[config.mk]
export PLATFORM = sky130hd
export DESIGN_NAME = pulse_period_smoothing_filter_core_flat
export DESIGN_NICKNAME = d
export VERILOG_FILES = /design/src/rtl/ppsf_pkg.sv /design/src/rtl/ppsf_if.sv /design/src/rtl/pulse_period_smoothing_filter_core.sv /design/src/rtl/ppsf_muldiv.sv /design/src/rtl/ppsf_seq.sv /design/src/flat_wrapper.sv
export VERILOG_INCLUDE_DIRS = /design/src /design/src/rtl
export SDC_FILE = /design/constraint.sdc
export NUM_CORES = 2
export LEC_CHECK = 0
export ABC_AREA = 1
export BUFFER_PORTS_ARGS = -buffer_cell sky130_fd_sc_hd__buf_2
export CORE_UTILIZATION = 45
export DETAILED_ROUTE_END_ITERATION = 8
export PLACE_DENSITY = 0.64
export SYNTH_ARGS = -nofsm -noshare
export SYNTH_HDL_FRONTEND = slang
export SYNTH_HIERARCHICAL = 1
export SYNTH_SLANG_ARGS = --single-unit
export TNS_END_PERCENT = 1
[constraint.sdc]
create_clock -name clock -period 33.5 [get_ports clock]
set_clock_uncertainty 0.1 [all_clocks]
set_input_delay 3.35 -clock clock [delete_from_list [all_inputs] [get_ports clock]]
set_output_delay 3.35 -clock clock [all_outputs]
set_load 0.05 [all_outputs]
[src/rtl/pulse_period_smoothing_filter_core_defines.svh]
// ----------------------------------------------------------------------------
// Assertion macros for the pulse period smoothing filter
// Defining NO_ASSERTIONS removes every assertion from the design.
// ----------------------------------------------------------------------------
`ifndef PULSE_PERIOD_SMOOTHING_FILTER_CORE_DEFINES_SVH
`define PULSE_PERIOD_SMOOTHING_FILTER_CORE_DEFINES_SVH

`ifndef NO_ASSERTIONS

// Same-cycle implication.
`define PPSF_ASSERT_IMPLY(label, clk, rst, ante, cons) \
   label: assert property (@(posedge clk) disable iff (rst) (ante) |-> (cons)) \
      else $error("ppsf assertion failed");

// Next-cycle implication.
`define PPSF_ASSERT_NEXT(label, clk, rst, ante, cons) \
   label: assert property (@(posedge clk) disable iff (rst) (ante) |=> (cons)) \
      else $error("ppsf assertion failed");

`else

`define PPSF_ASSERT_IMPLY(label, clk, rst, ante, cons)
`define PPSF_ASSERT_NEXT(label, clk, rst, ante, cons)

`endif

`endif

[src/rtl/ppsf_pkg.sv]
// ----------------------------------------------------------------------------
// ppsf_pkg
// Types and constants shared by the pulse period smoothing filter modules.
// ----------------------------------------------------------------------------
package ppsf_pkg;

   localparam int STAMP_W    = 32;
   localparam int AVGOUT_W   = 40;
   localparam int COUNT_W    = 16;
   localparam int AVGCNT_W   = 8;
   localparam int INTTIME_W  = 16;
   localparam int OPCODE_W   = 2;
   localparam int WEIGHT_W   = 32;
   localparam int CSR_DATA_W = 16;
   localparam int CSR_IDX_W  = 1;
   // Step counter of the shared unit; holds the longest operation, the integrating divide.
   localparam int CNT_W      = 7;
   // Scale factor of the integrating weight and its product width with int_time.
   localparam int WEIGHT_SCALE = 500;
   localparam int WSCALED_W    = 25;

   localparam logic [COUNT_W-1:0] COUNT_MAX = '1;

   localparam logic [OPCODE_W-1:0] OP_EDGE    = 2'd0;
   localparam logic [OPCODE_W-1:0] OP_RESTART = 2'd1;
   localparam logic [OPCODE_W-1:0] OP_CLEAR   = 2'd2;

   localparam logic [CSR_IDX_W-1:0] CSR_AVG_COUNT = 1'b0;
   localparam logic [CSR_IDX_W-1:0] CSR_INT_TIME  = 1'b1;

   typedef enum logic [2:0] {
      ST_IDLE,
      ST_AVG_MUL,
      ST_AVG_DIV,
      ST_INT_PICK,
      ST_WGT_DIV,
      ST_INT_MUL,
      ST_INT_DIV,
      ST_OUTPUT
   } state_type;

   typedef enum logic {
      MD_MUL,
      MD_DIV
   } mode_type;

   typedef struct packed {
      logic             start;
      mode_type         mode;
      logic [CNT_W-1:0] steps;
   } unit_ctl_type;

   typedef struct packed {
      logic busy;
      logic done;
   } unit_sts_type;

   typedef struct packed {
      logic idle;
      logic load;
   } seq_sts_type;

   typedef struct packed {
      logic [STAMP_W-1:0]  period_us;
      logic [AVGOUT_W-1:0] average_q8;
      logic [AVGOUT_W-1:0] integral_q8;
      logic [COUNT_W-1:0]  sample_count;
   } result_type;

endpackage

[src/rtl/ppsf_if.sv]
// ----------------------------------------------------------------------------
// ppsf_req_if / ppsf_rsp_if
// Valid/ready channels carrying request and result transactions.
// ----------------------------------------------------------------------------
interface ppsf_req_if;
   import ppsf_pkg::*;

   logic                valid;
   logic                ready;
   logic [OPCODE_W-1:0] opcode;
   logic [STAMP_W-1:0]  stamp_us;

   modport source (output valid, output opcode, output stamp_us, input ready);
   modport sink   (input valid, input opcode, input stamp_us, output ready);
endinterface

interface ppsf_rsp_if;
   import ppsf_pkg::*;

   logic                valid;
   logic                ready;
   logic [STAMP_W-1:0]  period_us;
   logic [AVGOUT_W-1:0] average_q8;
   logic [AVGOUT_W-1:0] integral_q8;
   logic [COUNT_W-1:0]  sample_count;

   modport source (output valid, output period_us, output average_q8,
                   output integral_q8, output sample_count, input ready);
   modport sink   (input valid, input period_us, input average_q8,
                   input integral_q8, input sample_count, output ready);
endinterface

[src/rtl/pulse_period_smoothing_filter_core.sv]
// ----------------------------------------------------------------------------
// pulse_period_smoothing_filter_core
// Pulse period measurement with a running and an integrating average.
// ----------------------------------------------------------------------------
// Each edge transaction on the request channel carries a free-running
// microsecond timestamp; an edge that has a predecessor produces one result
// transaction with the wrapped period, the running average, the integrating
// average (both unsigned fixed point with FRACTION_BITS fraction bits) and
// the saturating sample count. Restart, clear and unknown opcodes, and the
// first edge after reset, clear or restart, give no result. An edge that
// gives a result occupies the block while the single shared shift-add /
// restoring divide unit works, one bit per cycle, through up to five
// operations per edge: the running average multiply and divide, the weight
// divide, and the integrating multiply and divide; fewer operations run
// when an average is taken over directly. The request channel is ready only
// while the sequencer is idle; a finished result sits in the output
// register, so the next request is taken while it waits to be read.
// Configuration writes (register 0 avg_count, register 1 int_time) are
// registered and are meant for times when no transaction is in progress.
// ----------------------------------------------------------------------------
`include "pulse_period_smoothing_filter_core_defines.svh"

module pulse_period_smoothing_filter_core #(
   parameter int FRACTION_BITS = 8
) (
   input  logic                               clock,
   input  logic                               reset,
   ppsf_req_if.sink                           req_chan,
   ppsf_rsp_if.source                         rsp_chan,
   input  logic                               csr_write_en,
   input  logic [ppsf_pkg::CSR_IDX_W-1:0]     csr_index,
   input  logic [ppsf_pkg::CSR_DATA_W-1:0]    csr_wdata
);
   import ppsf_pkg::*;

   localparam int NW = STAMP_W + FRACTION_BITS + WEIGHT_W;

   logic [AVGCNT_W-1:0]  avg_count_ff, avg_count_in;
   logic [INTTIME_W-1:0] int_time_ff, int_time_in;
   logic                 rsp_valid_ff, rsp_valid_in;
   result_type           result_ff, result_in;

   seq_sts_type  seq_sts;
   result_type   seq_result;
   unit_ctl_type unit_ctl;
   unit_sts_type unit_sts;
   logic [NW-1:0] unit_opa;
   logic [NW-1:0] unit_ops;
   logic [NW-1:0] unit_res;
   logic          req_take;
   logic          out_free;

   // Requests are taken only while the sequencer is idle.
   assign req_chan.ready = seq_sts.idle;
   assign req_take       = req_chan.valid && seq_sts.idle;

   // The output register may be refilled in the cycle its transaction leaves.
   assign out_free = !rsp_valid_ff || rsp_chan.ready;

   // Configuration registers.
   always_comb begin
      avg_count_in = avg_count_ff;
      int_time_in  = int_time_ff;
      if (csr_write_en) begin
         unique case (csr_index)
            CSR_AVG_COUNT: avg_count_in = csr_wdata[AVGCNT_W-1:0];
            CSR_INT_TIME:  int_time_in  = csr_wdata[INTTIME_W-1:0];
            default:       avg_count_in = avg_count_ff;
         endcase
      end
   end

   // Result register.
   always_comb begin
      result_in    = result_ff;
      rsp_valid_in = rsp_valid_ff;
      if (seq_sts.load) begin
         result_in    = seq_result;
         rsp_valid_in = 1'b1;
      end else if (rsp_chan.ready) begin
         rsp_valid_in = 1'b0;
      end
   end

   always_ff @(posedge clock) begin
      if (reset) begin
         avg_count_ff <= AVGCNT_W'(5);
         int_time_ff  <= '0;
         rsp_valid_ff <= 1'b0;
      end else begin
         avg_count_ff <= avg_count_in;
         int_time_ff  <= int_time_in;
         rsp_valid_ff <= rsp_valid_in;
      end
      result_ff <= result_in;
   end

   assign rsp_chan.valid        = rsp_valid_ff;
   assign rsp_chan.period_us    = result_ff.period_us;
   assign rsp_chan.average_q8   = result_ff.average_q8;
   assign rsp_chan.integral_q8  = result_ff.integral_q8;
   assign rsp_chan.sample_count = result_ff.sample_count;

   ppsf_seq #(
      .FRACTION_BITS (FRACTION_BITS)
   ) u_seq (
      .clock      (clock),
      .reset      (reset),
      .req_take   (req_take),
      .req_opcode (req_chan.opcode),
      .req_stamp  (req_chan.stamp_us),
      .avg_count  (avg_count_ff),
      .int_time   (int_time_ff),
      .out_free   (out_free),
      .unit_sts   (unit_sts),
      .unit_res   (unit_res),
      .unit_ctl   (unit_ctl),
      .unit_opa   (unit_opa),
      .unit_ops   (unit_ops),
      .seq_sts    (seq_sts),
      .result     (seq_result)
   );

   ppsf_muldiv #(
      .WIDTH (NW)
   ) u_muldiv (
      .clock     (clock),
      .reset     (reset),
      .ctl       (unit_ctl),
      .operand_a (unit_opa),
      .operand_s (unit_ops),
      .sts       (unit_sts),
      .result    (unit_res)
   );

   `PPSF_ASSERT_IMPLY(a_load_into_free, clock, reset, seq_sts.load, out_free)
   `PPSF_ASSERT_NEXT(a_load_shows, clock, reset, seq_sts.load, rsp_valid_ff)
   `PPSF_ASSERT_IMPLY(a_count_nonzero, clock, reset, rsp_valid_ff, result_ff.sample_count != '0)

endmodule

[src/rtl/ppsf_muldiv.sv]
// ----------------------------------------------------------------------------
// ppsf_muldiv
// Shared bit-serial multiplier and restoring divider built on one adder.
// ----------------------------------------------------------------------------
`include "pulse_period_smoothing_filter_core_defines.svh"

module ppsf_muldiv #(
   parameter int WIDTH
) (
   input  logic                  clock,
   input  logic                  reset,
   input  ppsf_pkg::unit_ctl_type ctl,
   input  logic [WIDTH-1:0]      operand_a,
   input  logic [WIDTH-1:0]      operand_s,
   output ppsf_pkg::unit_sts_type sts,
   output logic [WIDTH-1:0]      result
);
   import ppsf_pkg::*;

   logic             busy_ff, busy_in;
   logic             done_ff, done_in;
   mode_type         mode_ff, mode_in;
   logic [CNT_W-1:0] cnt_ff, cnt_in;
   logic [WIDTH-1:0] a_ff, a_in;
   logic [WIDTH-1:0] acc_ff, acc_in;
   logic [WIDTH-1:0] sh_ff, sh_in;

   logic             is_div;
   logic             top_bit;
   logic [WIDTH:0]   x_val;
   logic [WIDTH:0]   y_val;
   logic [WIDTH+1:0] sum;
   logic             ge;

   // One adder serves both operations: add the multiplicand in a multiply
   // step, subtract the divisor in a divide step.
   always_comb begin
      is_div  = (mode_ff == MD_DIV);
      top_bit = sh_ff[WIDTH-1];
      if (is_div) begin
         x_val = {acc_ff, top_bit};
         y_val = {1'b0, a_ff};
      end else begin
         x_val = {1'b0, acc_ff[WIDTH-2:0], 1'b0};
         y_val = top_bit ? {1'b0, a_ff} : '0;
      end
      sum = {1'b0, x_val} + {1'b0, (is_div ? ~y_val : y_val)}
            + (WIDTH+2)'(is_div);
      ge  = sum[WIDTH+1];
   end

   always_comb begin
      busy_in = busy_ff;
      done_in = 1'b0;
      mode_in = mode_ff;
      cnt_in  = cnt_ff;
      a_in    = a_ff;
      acc_in  = acc_ff;
      sh_in   = sh_ff;
      if (ctl.start) begin
         busy_in = 1'b1;
         mode_in = ctl.mode;
         cnt_in  = ctl.steps;
         a_in    = operand_a;
         acc_in  = '0;
         sh_in   = operand_s;
      end else if (busy_ff) begin
         cnt_in = cnt_ff - CNT_W'(1);
         if (is_div) begin
            acc_in = ge ? sum[WIDTH-1:0] : x_val[WIDTH-1:0];
            sh_in  = {sh_ff[WIDTH-2:0], ge};
         end else begin
            acc_in = sum[WIDTH-1:0];
            sh_in  = {sh_ff[WIDTH-2:0], 1'b0};
         end
         if (cnt_ff == CNT_W'(1)) begin
            busy_in = 1'b0;
            done_in = 1'b1;
         end
      end
   end

   always_ff @(posedge clock) begin
      if (reset) begin
         busy_ff <= 1'b0;
         done_ff <= 1'b0;
         mode_ff <= MD_MUL;
         cnt_ff  <= '0;
      end else begin
         busy_ff <= busy_in;
         done_ff <= done_in;
         mode_ff <= mode_in;
         cnt_ff  <= cnt_in;
      end
      a_ff   <= a_in;
      acc_ff <= acc_in;
      sh_ff  <= sh_in;
   end

   // The quotient builds up in the shift register, the product in the accumulator.
   assign result   = is_div ? sh_ff : acc_ff;
   assign sts.busy = busy_ff;
   assign sts.done = done_ff;

   `PPSF_ASSERT_IMPLY(a_start_when_free, clock, reset, ctl.start, !busy_ff && !done_ff)
   `PPSF_ASSERT_IMPLY(a_busy_has_steps, clock, reset, busy_ff, cnt_ff != '0)
   `PPSF_ASSERT_NEXT(a_done_single, clock, reset, done_ff, !done_ff && !busy_ff)

endmodule

[src/rtl/ppsf_seq.sv]
// ----------------------------------------------------------------------------
// ppsf_seq
// Filter state and the sequencer that drives the shared arithmetic unit.
// ----------------------------------------------------------------------------
module ppsf_seq #(
   parameter int FRACTION_BITS
) (
   input  logic                              clock,
   input  logic                              reset,
   input  logic                              req_take,
   input  logic [ppsf_pkg::OPCODE_W-1:0]     req_opcode,
   input  logic [ppsf_pkg::STAMP_W-1:0]      req_stamp,
   input  logic [ppsf_pkg::AVGCNT_W-1:0]     avg_count,
   input  logic [ppsf_pkg::INTTIME_W-1:0]    int_time,
   input  logic                              out_free,
   input  ppsf_pkg::unit_sts_type            unit_sts,
   input  logic [64+FRACTION_BITS-1:0]       unit_res,
   output ppsf_pkg::unit_ctl_type            unit_ctl,
   output logic [64+FRACTION_BITS-1:0]       unit_opa,
   output logic [64+FRACTION_BITS-1:0]       unit_ops,
   output ppsf_pkg::seq_sts_type             seq_sts,
   output ppsf_pkg::result_type              result
);
   import ppsf_pkg::*;

   localparam int AW   = STAMP_W + FRACTION_BITS;
   localparam int NW   = AW + WEIGHT_W;
   localparam int WN_W = WSCALED_W + FRACTION_BITS;

   state_type             state_ff, state_in;
   logic [STAMP_W-1:0]    last_stamp_ff, last_stamp_in;
   logic                  have_last_ff, have_last_in;
   logic [COUNT_W-1:0]    count_ff, count_in;
   logic [AW-1:0]         ravg_ff, ravg_in;
   logic [AW-1:0]         integ_ff, integ_in;
   logic [AW-1:0]         lwb_ff, lwb_in;
   logic [STAMP_W-1:0]    period_ff, period_in;
   logic [WEIGHT_W-1:0]   weight_ff, weight_in;

   logic [STAMP_W-1:0]    period_new;
   logic                  avg_bypass;
   logic [AVGCNT_W-1:0]   mult;
   logic [AW-1:0]         p_val;
   logic [WN_W-1:0]       wnum;
   logic [COUNT_W-1:0]    count_next;
   logic                  unit_op;
   logic [AVGOUT_W+AW-1:0] ravg_wide;
   logic [AVGOUT_W+AW-1:0] integ_wide;

   always_comb begin
      period_new = req_stamp - last_stamp_ff;
      avg_bypass = (count_ff == '0) || (avg_count == '0);
      mult       = (COUNT_W'(avg_count) < count_ff) ? avg_count : count_ff[AVGCNT_W-1:0];
      p_val      = AW'(period_ff) << FRACTION_BITS;
      wnum       = (WN_W'(int_time) * WN_W'(WEIGHT_SCALE)) << FRACTION_BITS;
      count_next = (count_ff != COUNT_MAX) ? count_ff + COUNT_W'(1) : count_ff;
   end

   // Next state.
   always_comb begin
      state_in = state_ff;
      unique case (state_ff)
         ST_IDLE: begin
            if (req_take && (req_opcode == OP_EDGE) && have_last_ff) begin
               state_in = avg_bypass ? ST_INT_PICK : ST_AVG_MUL;
            end
         end
         ST_AVG_MUL: if (unit_sts.done) state_in = ST_AVG_DIV;
         ST_AVG_DIV: if (unit_sts.done) state_in = ST_INT_PICK;
         ST_INT_PICK: begin
            priority if (integ_ff == '0) state_in = ST_OUTPUT;
            else if (lwb_ff == '0)       state_in = ST_INT_MUL;
            else                         state_in = ST_WGT_DIV;
         end
         ST_WGT_DIV: if (unit_sts.done) state_in = ST_INT_MUL;
         ST_INT_MUL: if (unit_sts.done) state_in = ST_INT_DIV;
         ST_INT_DIV: if (unit_sts.done) state_in = ST_OUTPUT;
         ST_OUTPUT:  if (out_free) state_in = ST_IDLE;
      endcase
   end

   // Outputs: unit commands and status toward the top level. A unit operation
   // starts in the first cycle of its state, when the unit is neither busy nor
   // reporting completion.
   always_comb begin
      unit_op        = 1'b0;
      unit_ctl.mode  = MD_MUL;
      unit_ctl.steps = '0;
      unit_opa       = '0;
      unit_ops       = '0;
      unique case (state_ff)
         ST_AVG_MUL: begin
            unit_op        = 1'b1;
            unit_ctl.mode  = MD_MUL;
            unit_ctl.steps = CNT_W'(AVGCNT_W);
            unit_opa       = NW'(ravg_ff);
            unit_ops       = NW'(mult) << (NW - AVGCNT_W);
         end
         ST_AVG_DIV: begin
            unit_op        = 1'b1;
            unit_ctl.mode  = MD_DIV;
            unit_ctl.steps = CNT_W'(AW + AVGCNT_W);
            unit_opa       = NW'(mult) + NW'(1);
            unit_ops       = (unit_res + NW'(p_val)) << (NW - AW - AVGCNT_W);
         end
         ST_WGT_DIV: begin
            unit_op        = 1'b1;
            unit_ctl.mode  = MD_DIV;
            unit_ctl.steps = CNT_W'(WN_W);
            unit_opa       = NW'(lwb_ff);
            unit_ops       = NW'(wnum) << (NW - WN_W);
         end
         ST_INT_MUL: begin
            unit_op        = 1'b1;
            unit_ctl.mode  = MD_MUL;
            unit_ctl.steps = CNT_W'(WEIGHT_W);
            unit_opa       = NW'(integ_ff);
            unit_ops       = NW'(weight_ff) << AW;
         end
         ST_INT_DIV: begin
            unit_op        = 1'b1;
            unit_ctl.mode  = MD_DIV;
            unit_ctl.steps = CNT_W'(NW);
            unit_opa       = NW'(weight_ff) + NW'(1);
            unit_ops       = unit_res + NW'(ravg_ff);
         end
         default: begin
            unit_op = 1'b0;
         end
      endcase
      unit_ctl.start = unit_op && !unit_sts.busy && !unit_sts.done;
      seq_sts.idle   = (state_ff == ST_IDLE);
      seq_sts.load   = (state_ff == ST_OUTPUT) && out_free;
   end

   // Filter state updates.
   always_comb begin
      last_stamp_in = last_stamp_ff;
      have_last_in  = have_last_ff;
      count_in      = count_ff;
      ravg_in       = ravg_ff;
      integ_in      = integ_ff;
      lwb_in        = lwb_ff;
      period_in     = period_ff;
      weight_in     = weight_ff;
      unique case (state_ff)
         ST_IDLE: begin
            if (req_take) begin
               unique case (req_opcode)
                  OP_EDGE: begin
                     last_stamp_in = req_stamp;
                     have_last_in  = 1'b1;
                     if (have_last_ff) begin
                        period_in = period_new;
                        if (avg_bypass) begin
                           ravg_in = AW'(period_new) << FRACTION_BITS;
                        end
                     end
                  end
                  OP_RESTART: begin
                     have_last_in = 1'b0;
                     count_in     = COUNT_W'(1);
                  end
                  OP_CLEAR: begin
                     last_stamp_in = '0;
                     have_last_in  = 1'b0;
                     count_in      = '0;
                     ravg_in       = '0;
                     integ_in      = '0;
                     lwb_in        = '0;
                  end
                  default: begin
                     have_last_in = have_last_ff;
                  end
               endcase
            end
         end
         ST_AVG_DIV: if (unit_sts.done) ravg_in = unit_res[AW-1:0];
         ST_INT_PICK: begin
            // A first integral takes the running average; a zero weight base
            // gives the largest weight.
            priority if (integ_ff == '0) integ_in = ravg_ff;
            else if (lwb_ff == '0)       weight_in = '1;
            else                         weight_in = weight_ff;
         end
         ST_WGT_DIV: begin
            if (unit_sts.done) begin
               weight_in = (|unit_res[NW-1:WEIGHT_W]) ? '1 : unit_res[WEIGHT_W-1:0];
            end
         end
         ST_INT_DIV: if (unit_sts.done) integ_in = unit_res[AW-1:0];
         ST_OUTPUT: begin
            if (out_free) begin
               lwb_in   = ravg_ff;
               count_in = count_next;
            end
         end
         default: begin
            weight_in = weight_ff;
         end
      endcase
   end

   always_ff @(posedge clock) begin
      if (reset) begin
         state_ff      <= ST_IDLE;
         last_stamp_ff <= '0;
         have_last_ff  <= 1'b0;
         count_ff      <= '0;
         ravg_ff       <= '0;
         integ_ff      <= '0;
         lwb_ff        <= '0;
      end else begin
         state_ff      <= state_in;
         last_stamp_ff <= last_stamp_in;
         have_last_ff  <= have_last_in;
         count_ff      <= count_in;
         ravg_ff       <= ravg_in;
         integ_ff      <= integ_in;
         lwb_ff        <= lwb_in;
      end
      period_ff <= period_in;
      weight_ff <= weight_in;
   end

   // The averages are cut or padded to the 40-bit result fields.
   always_comb begin
      ravg_wide           = {{AVGOUT_W{1'b0}}, ravg_ff};
      integ_wide          = {{AVGOUT_W{1'b0}}, integ_ff};
      result.period_us    = period_ff;
      result.average_q8   = ravg_wide[AVGOUT_W-1:0];
      result.integral_q8  = integ_wide[AVGOUT_W-1:0];
      result.sample_count = count_next;
   end

endmodule
[src/flat_wrapper.sv]
// flat-port wrapper written by rule: the top's interface ports become plain ports
module pulse_period_smoothing_filter_core_flat import ppsf_pkg::*;
#(
   parameter int FRACTION_BITS = 8
)
  (clock, reset, csr_write_en, csr_index, csr_wdata, req_chan_valid, req_chan_opcode, req_chan_stamp_us, req_chan_ready, rsp_chan_valid, rsp_chan_period_us, rsp_chan_average_q8, rsp_chan_integral_q8, rsp_chan_sample_count, rsp_chan_ready);
  ppsf_req_if req_chan_i ();
  ppsf_rsp_if rsp_chan_i ();
  input  logic clock;
  input  logic reset;
  input  logic csr_write_en;
  input  logic [ppsf_pkg::CSR_IDX_W-1:0] csr_index;
  input  logic [ppsf_pkg::CSR_DATA_W-1:0] csr_wdata;
  input wire logic [$bits(req_chan_i.valid)-1:0] req_chan_valid;
  input wire logic [$bits(req_chan_i.opcode)-1:0] req_chan_opcode;
  input wire logic [$bits(req_chan_i.stamp_us)-1:0] req_chan_stamp_us;
  output wire logic [$bits(req_chan_i.ready)-1:0] req_chan_ready;
  output wire logic [$bits(rsp_chan_i.valid)-1:0] rsp_chan_valid;
  output wire logic [$bits(rsp_chan_i.period_us)-1:0] rsp_chan_period_us;
  output wire logic [$bits(rsp_chan_i.average_q8)-1:0] rsp_chan_average_q8;
  output wire logic [$bits(rsp_chan_i.integral_q8)-1:0] rsp_chan_integral_q8;
  output wire logic [$bits(rsp_chan_i.sample_count)-1:0] rsp_chan_sample_count;
  input wire logic [$bits(rsp_chan_i.ready)-1:0] rsp_chan_ready;
  assign req_chan_i.valid = req_chan_valid;
  assign req_chan_i.opcode = req_chan_opcode;
  assign req_chan_i.stamp_us = req_chan_stamp_us;
  assign req_chan_ready = req_chan_i.ready;
  assign rsp_chan_valid = rsp_chan_i.valid;
  assign rsp_chan_period_us = rsp_chan_i.period_us;
  assign rsp_chan_average_q8 = rsp_chan_i.average_q8;
  assign rsp_chan_integral_q8 = rsp_chan_i.integral_q8;
  assign rsp_chan_sample_count = rsp_chan_i.sample_count;
  assign rsp_chan_i.ready = rsp_chan_ready;
  pulse_period_smoothing_filter_core #(.FRACTION_BITS(FRACTION_BITS)) u_core (.clock(clock), .reset(reset), .req_chan(req_chan_i), .rsp_chan(rsp_chan_i), .csr_write_en(csr_write_en), .csr_index(csr_index), .csr_wdata(csr_wdata));
endmodule
==> metrics.md <==
| Metric | Value |
|---|---|
| Final setup viols | 0 |
| Routed via count | 48875 |
| Most frequent cells in the layout | 1988 x nand2_1, 1023 x inv_1, 598 x nand3_1, 553 x nor2_1, 490 x a21oi_1 |
| Clk slew on worst S/H paths | 60 ps |
| Filler Cells Inserted | 10866 |
| Worst-Margin Slew | 1444 ps |
| Critical path endpoint category | flip-flop |
| Main combinational cell family by area after synthesis | simple AND/OR/NAND/NOR gates |
| Core region area | 104200 um^2 |
| Status | completed |
| Top cells by area, synth | edfxtp_1 21%, nand2_1 16%, dfxtp_1 12%, inv_1 8.1%, ha_1 6.4% |
| Root Driver | clkbuf_16 |
| Cts hold-fix bufs | 0 |
| Fin nets | 7471 |
| Slowest cell delay on critical path | 770 ps |
| Yosys top cell area share | 21.19% |
| Vias in the first global route | 45386 |
| Top cell family by delay on the critical path | buffers and inverters |
| Xor and xnor area share after synthesis | 1.445% |
| Starting density of the core | 45.68% |
| Post-synthesis compound-gate area fraction | 14.08% |
| Htree depth | 3 |
| Number of detailed-route iterations in the first pass | 9 |
| Pwr/cell area | 56.93 nW/um^2 |
| Register area | 15680 um^2 |
| GP Congestion | 1.083 |
| Worst hold path type | reg2reg |
| Mapped Avg Cell Area | 6.783 um^2 |
| Buffers added on ports | 185 |
| Total CTS buffers | 76 |
| Height of the die | 327.3 um |
| Leakage | 23.02 nW |
| Cts repair resizes | 0 |
| Max clock buf depth | 3 |
| Cells along the critical path | buf_2 > inv_1 > ha_1 > inv_2 > o21ai_1 > inv_2 > nor2_4 > inv_2 > a21oi_1 > a211oi_2 |
| CP bufs+invs | 5 |
| Max-slew violation count | 0 |
| Synth Flop Type | edfxtp_1 |
| I/O pin total | 186 |
| DR WL/cell | 24.92 um |
| Synth area leader | edfxtp_1 |
| # Post-CTS Setup Buffers | 0 |
| Post-route minimum period | 6018 ps |
| Largest net degree at the start of global routing | 146 |
| Post-DP HPWL | 171400 um |
| FMAX | 0.1662 GHz |
| Worst Setup Start Kind | input port |
| GRT overflow | 0 |
| Async S/R FF share, synth | 0% |
| Num Clock Sinks | 615 |
| Final ANT Viol Nets | 0 |
| CP dominant cell by count | inv_2 |
| RSZ-0062 raised after global routing | no |
| Die Span X | 327.3 um |
| EDFF count, synth | 336 |
| Core Rows | 118 |
| Netlist Area Pre-Place | 47620 um^2 |
| CTS tree | built |
| Adder-Cell Fraction of Synth Area | 8.808% |
| Worst Path Arrival | 6420 ps |
| Share of cells above drive strength 1 | 7.372% |
| Worst VDD drop | 41.98 uV |
| Crit path required time | 33900 ps |
| Yosys warns | 6 |
| Gate Count Post-Synth | 7020 |
| Slew HR | 2.739% |
| Critical path peak fanout | 49 |
| Post-synthesis sequential area ratio | 32.92% |
| Residual DRC count | 0 |
| Register bit total from synthesis | 615 |
| Footprint of the multi-input gates | 26790 um^2 |
| Skew-Pair Late Insertion Delay | 670 ps |
| Hold Vio Cnt, Final | 0 |
| Setup_tns | 0 ps |
| Synth Area in Simple Gates | 31.50% |
| Post-synthesis mux area share | 0% |
| WHS | 329.9 ps |
| Synth-to-Final Area Change | 9.108% |
| Fin crit share | 17.96% |
| Die ar. | 107100 um^2 |
| Crit Path Category | in2reg |
| CP max-delay cell | nor2_4 |
| Commonest non-fill, non-tap cell in the layout | nand2_1 |
| Antenna violations before repair | 22 |
| Unique masters post-synth | 70 |
| 1st-iter DRT viols | 5374 |
| Final WL | 213400 um |
| GRT Total Usage | 38.78% |
| Max_cap viols | 0 |
| First-pass GRT wire length | 303000 um |
| Vias per inst | 5.706 |
## state kept, by name (all words and copies together), names as in the netlist, 7 cells and up
register                      cells
u_core/rsp_chan.average_q8       40
u_core/int_time_ff               16
u_core/u_seq/lwb_ff              40
u_core/u_seq/weight_ff           32
u_core/avg_count_ff               8
u_core/u_seq/last_stamp_ff       32
u_core/u_muldiv/a_ff             72
u_core/rsp_chan.integral_q8      40
u_core/u_seq/integ_ff            40
u_core/rsp_chan.period_us        32
u_core/u_seq/count_ff            16
u_core/u_muldiv/sh_ff            72
u_core/u_muldiv/acc_ff           72
u_core/rsp_chan.sample_count     16
u_core/u_muldiv/cnt_ff            7
u_core/u_seq/ravg_ff             40
u_core/u_seq/period_ff           32
## logic make-up after synthesis
logic type,Yosys count
AOI/OAI and AO/OA,1192
and+or+nand+nor,3518
adders and majority gates,301
other,1
DFF,615
buffers and inverters,1317
xor gates and xnor gates,76
## per-layer routing
metal / track usage, % / vias to the layer above / wire length [um]
li1: - / 23200 / -
met1: 47.96 / 22850 / 83070
met2: 62.29 / 2305 / 96950
met3: 6.231 / 514 / 17540
met4: 26.12 / 6 / 15840
met5: 0 / - / 49
## synth_stat cells (33+ instances only)
cell	instances
a211oi_2	39
o22ai_1	65
nand4_1	147
o21ai_1	54
ha_1	244
nor2_1	559
fa_1	57
nand3_1	598
buf_2	44
o21ai_0	423
inv_1	1026
edfxtp_1	336
buf_4	44
a21oi_1	491
dfxtp_1	279
nand2_1	1988
nor3_1	80
xnor2_1	44
nor4_1	33
clkbuf_1	125
## power by group
part           total, mW  leakage (nW)  switching (mW)  internal, mW
Combinational       1.23          16.5           0.881         0.351
Clock              0.802          1.14           0.354         0.448
Sequential         0.923          5.39          0.0610         0.862
## metrics by stage
step	utilization, %	cell area, um^2	instances	worst slack, ps	total power, mW
floorplan	-	47740	7053	22440	1.683
global placement	47.55	49570	8416	27020	2.122
detailed placement	47.55	49570	8416	26980	2.126
CTS	49.82	51930	8556	27670	2.933
global route	49.83	51940	8561	27290	3.104
finish	49.84	51950	8566	27480	2.957
## worst register-to-register path: stages, from the launching register on
cell and delay, ps:
dfxtp_4 820, clkinv_2 720, buf_4 590, nand3_1 160, o21ai_0 170, ha_1 450
nand2_1 110, nor2_1 190, nand2_1 110, nor3_1 440, nand3_1 170, nand3_2 160
nand2_4 120, nand3_4 260, buf_4 590, nand3_1 310, nand3_1 130, nand2_1 60
## final timing paths
| kind | to | startpoint | cells past startpoint | slack, ps |
|---|---|---|---|---|
| max | u_core/u_seq/lwb_ff[28] | req_chan_opcode[0] | 10 | 27480 |
| min | u_core/rsp_chan.integral_q8[39] | u_core/u_seq/integ_ff[39] | 0 | 330 |
| max reg2reg | u_core/u_muldiv/acc_ff[31] | u_core/u_muldiv/is_div | 17 | 27710 |
| min reg2reg | u_core/rsp_chan.integral_q8[39] | u_core/u_seq/integ_ff[39] | 0 | 330 |
## layout make-up
cell class	count	area share, %
Clock inverter	37	0.6117
Timing Repair Buffer	248	2.729
Sequential cell	615	30.18
Antenna cell	10	0.04817
Multi-Input combinational cell	5121	51.57
Inverter	1052	7.608
Clock buffer	103	3.935
Tap cell	1380	3.324
(Power assumes the default switching activity.)
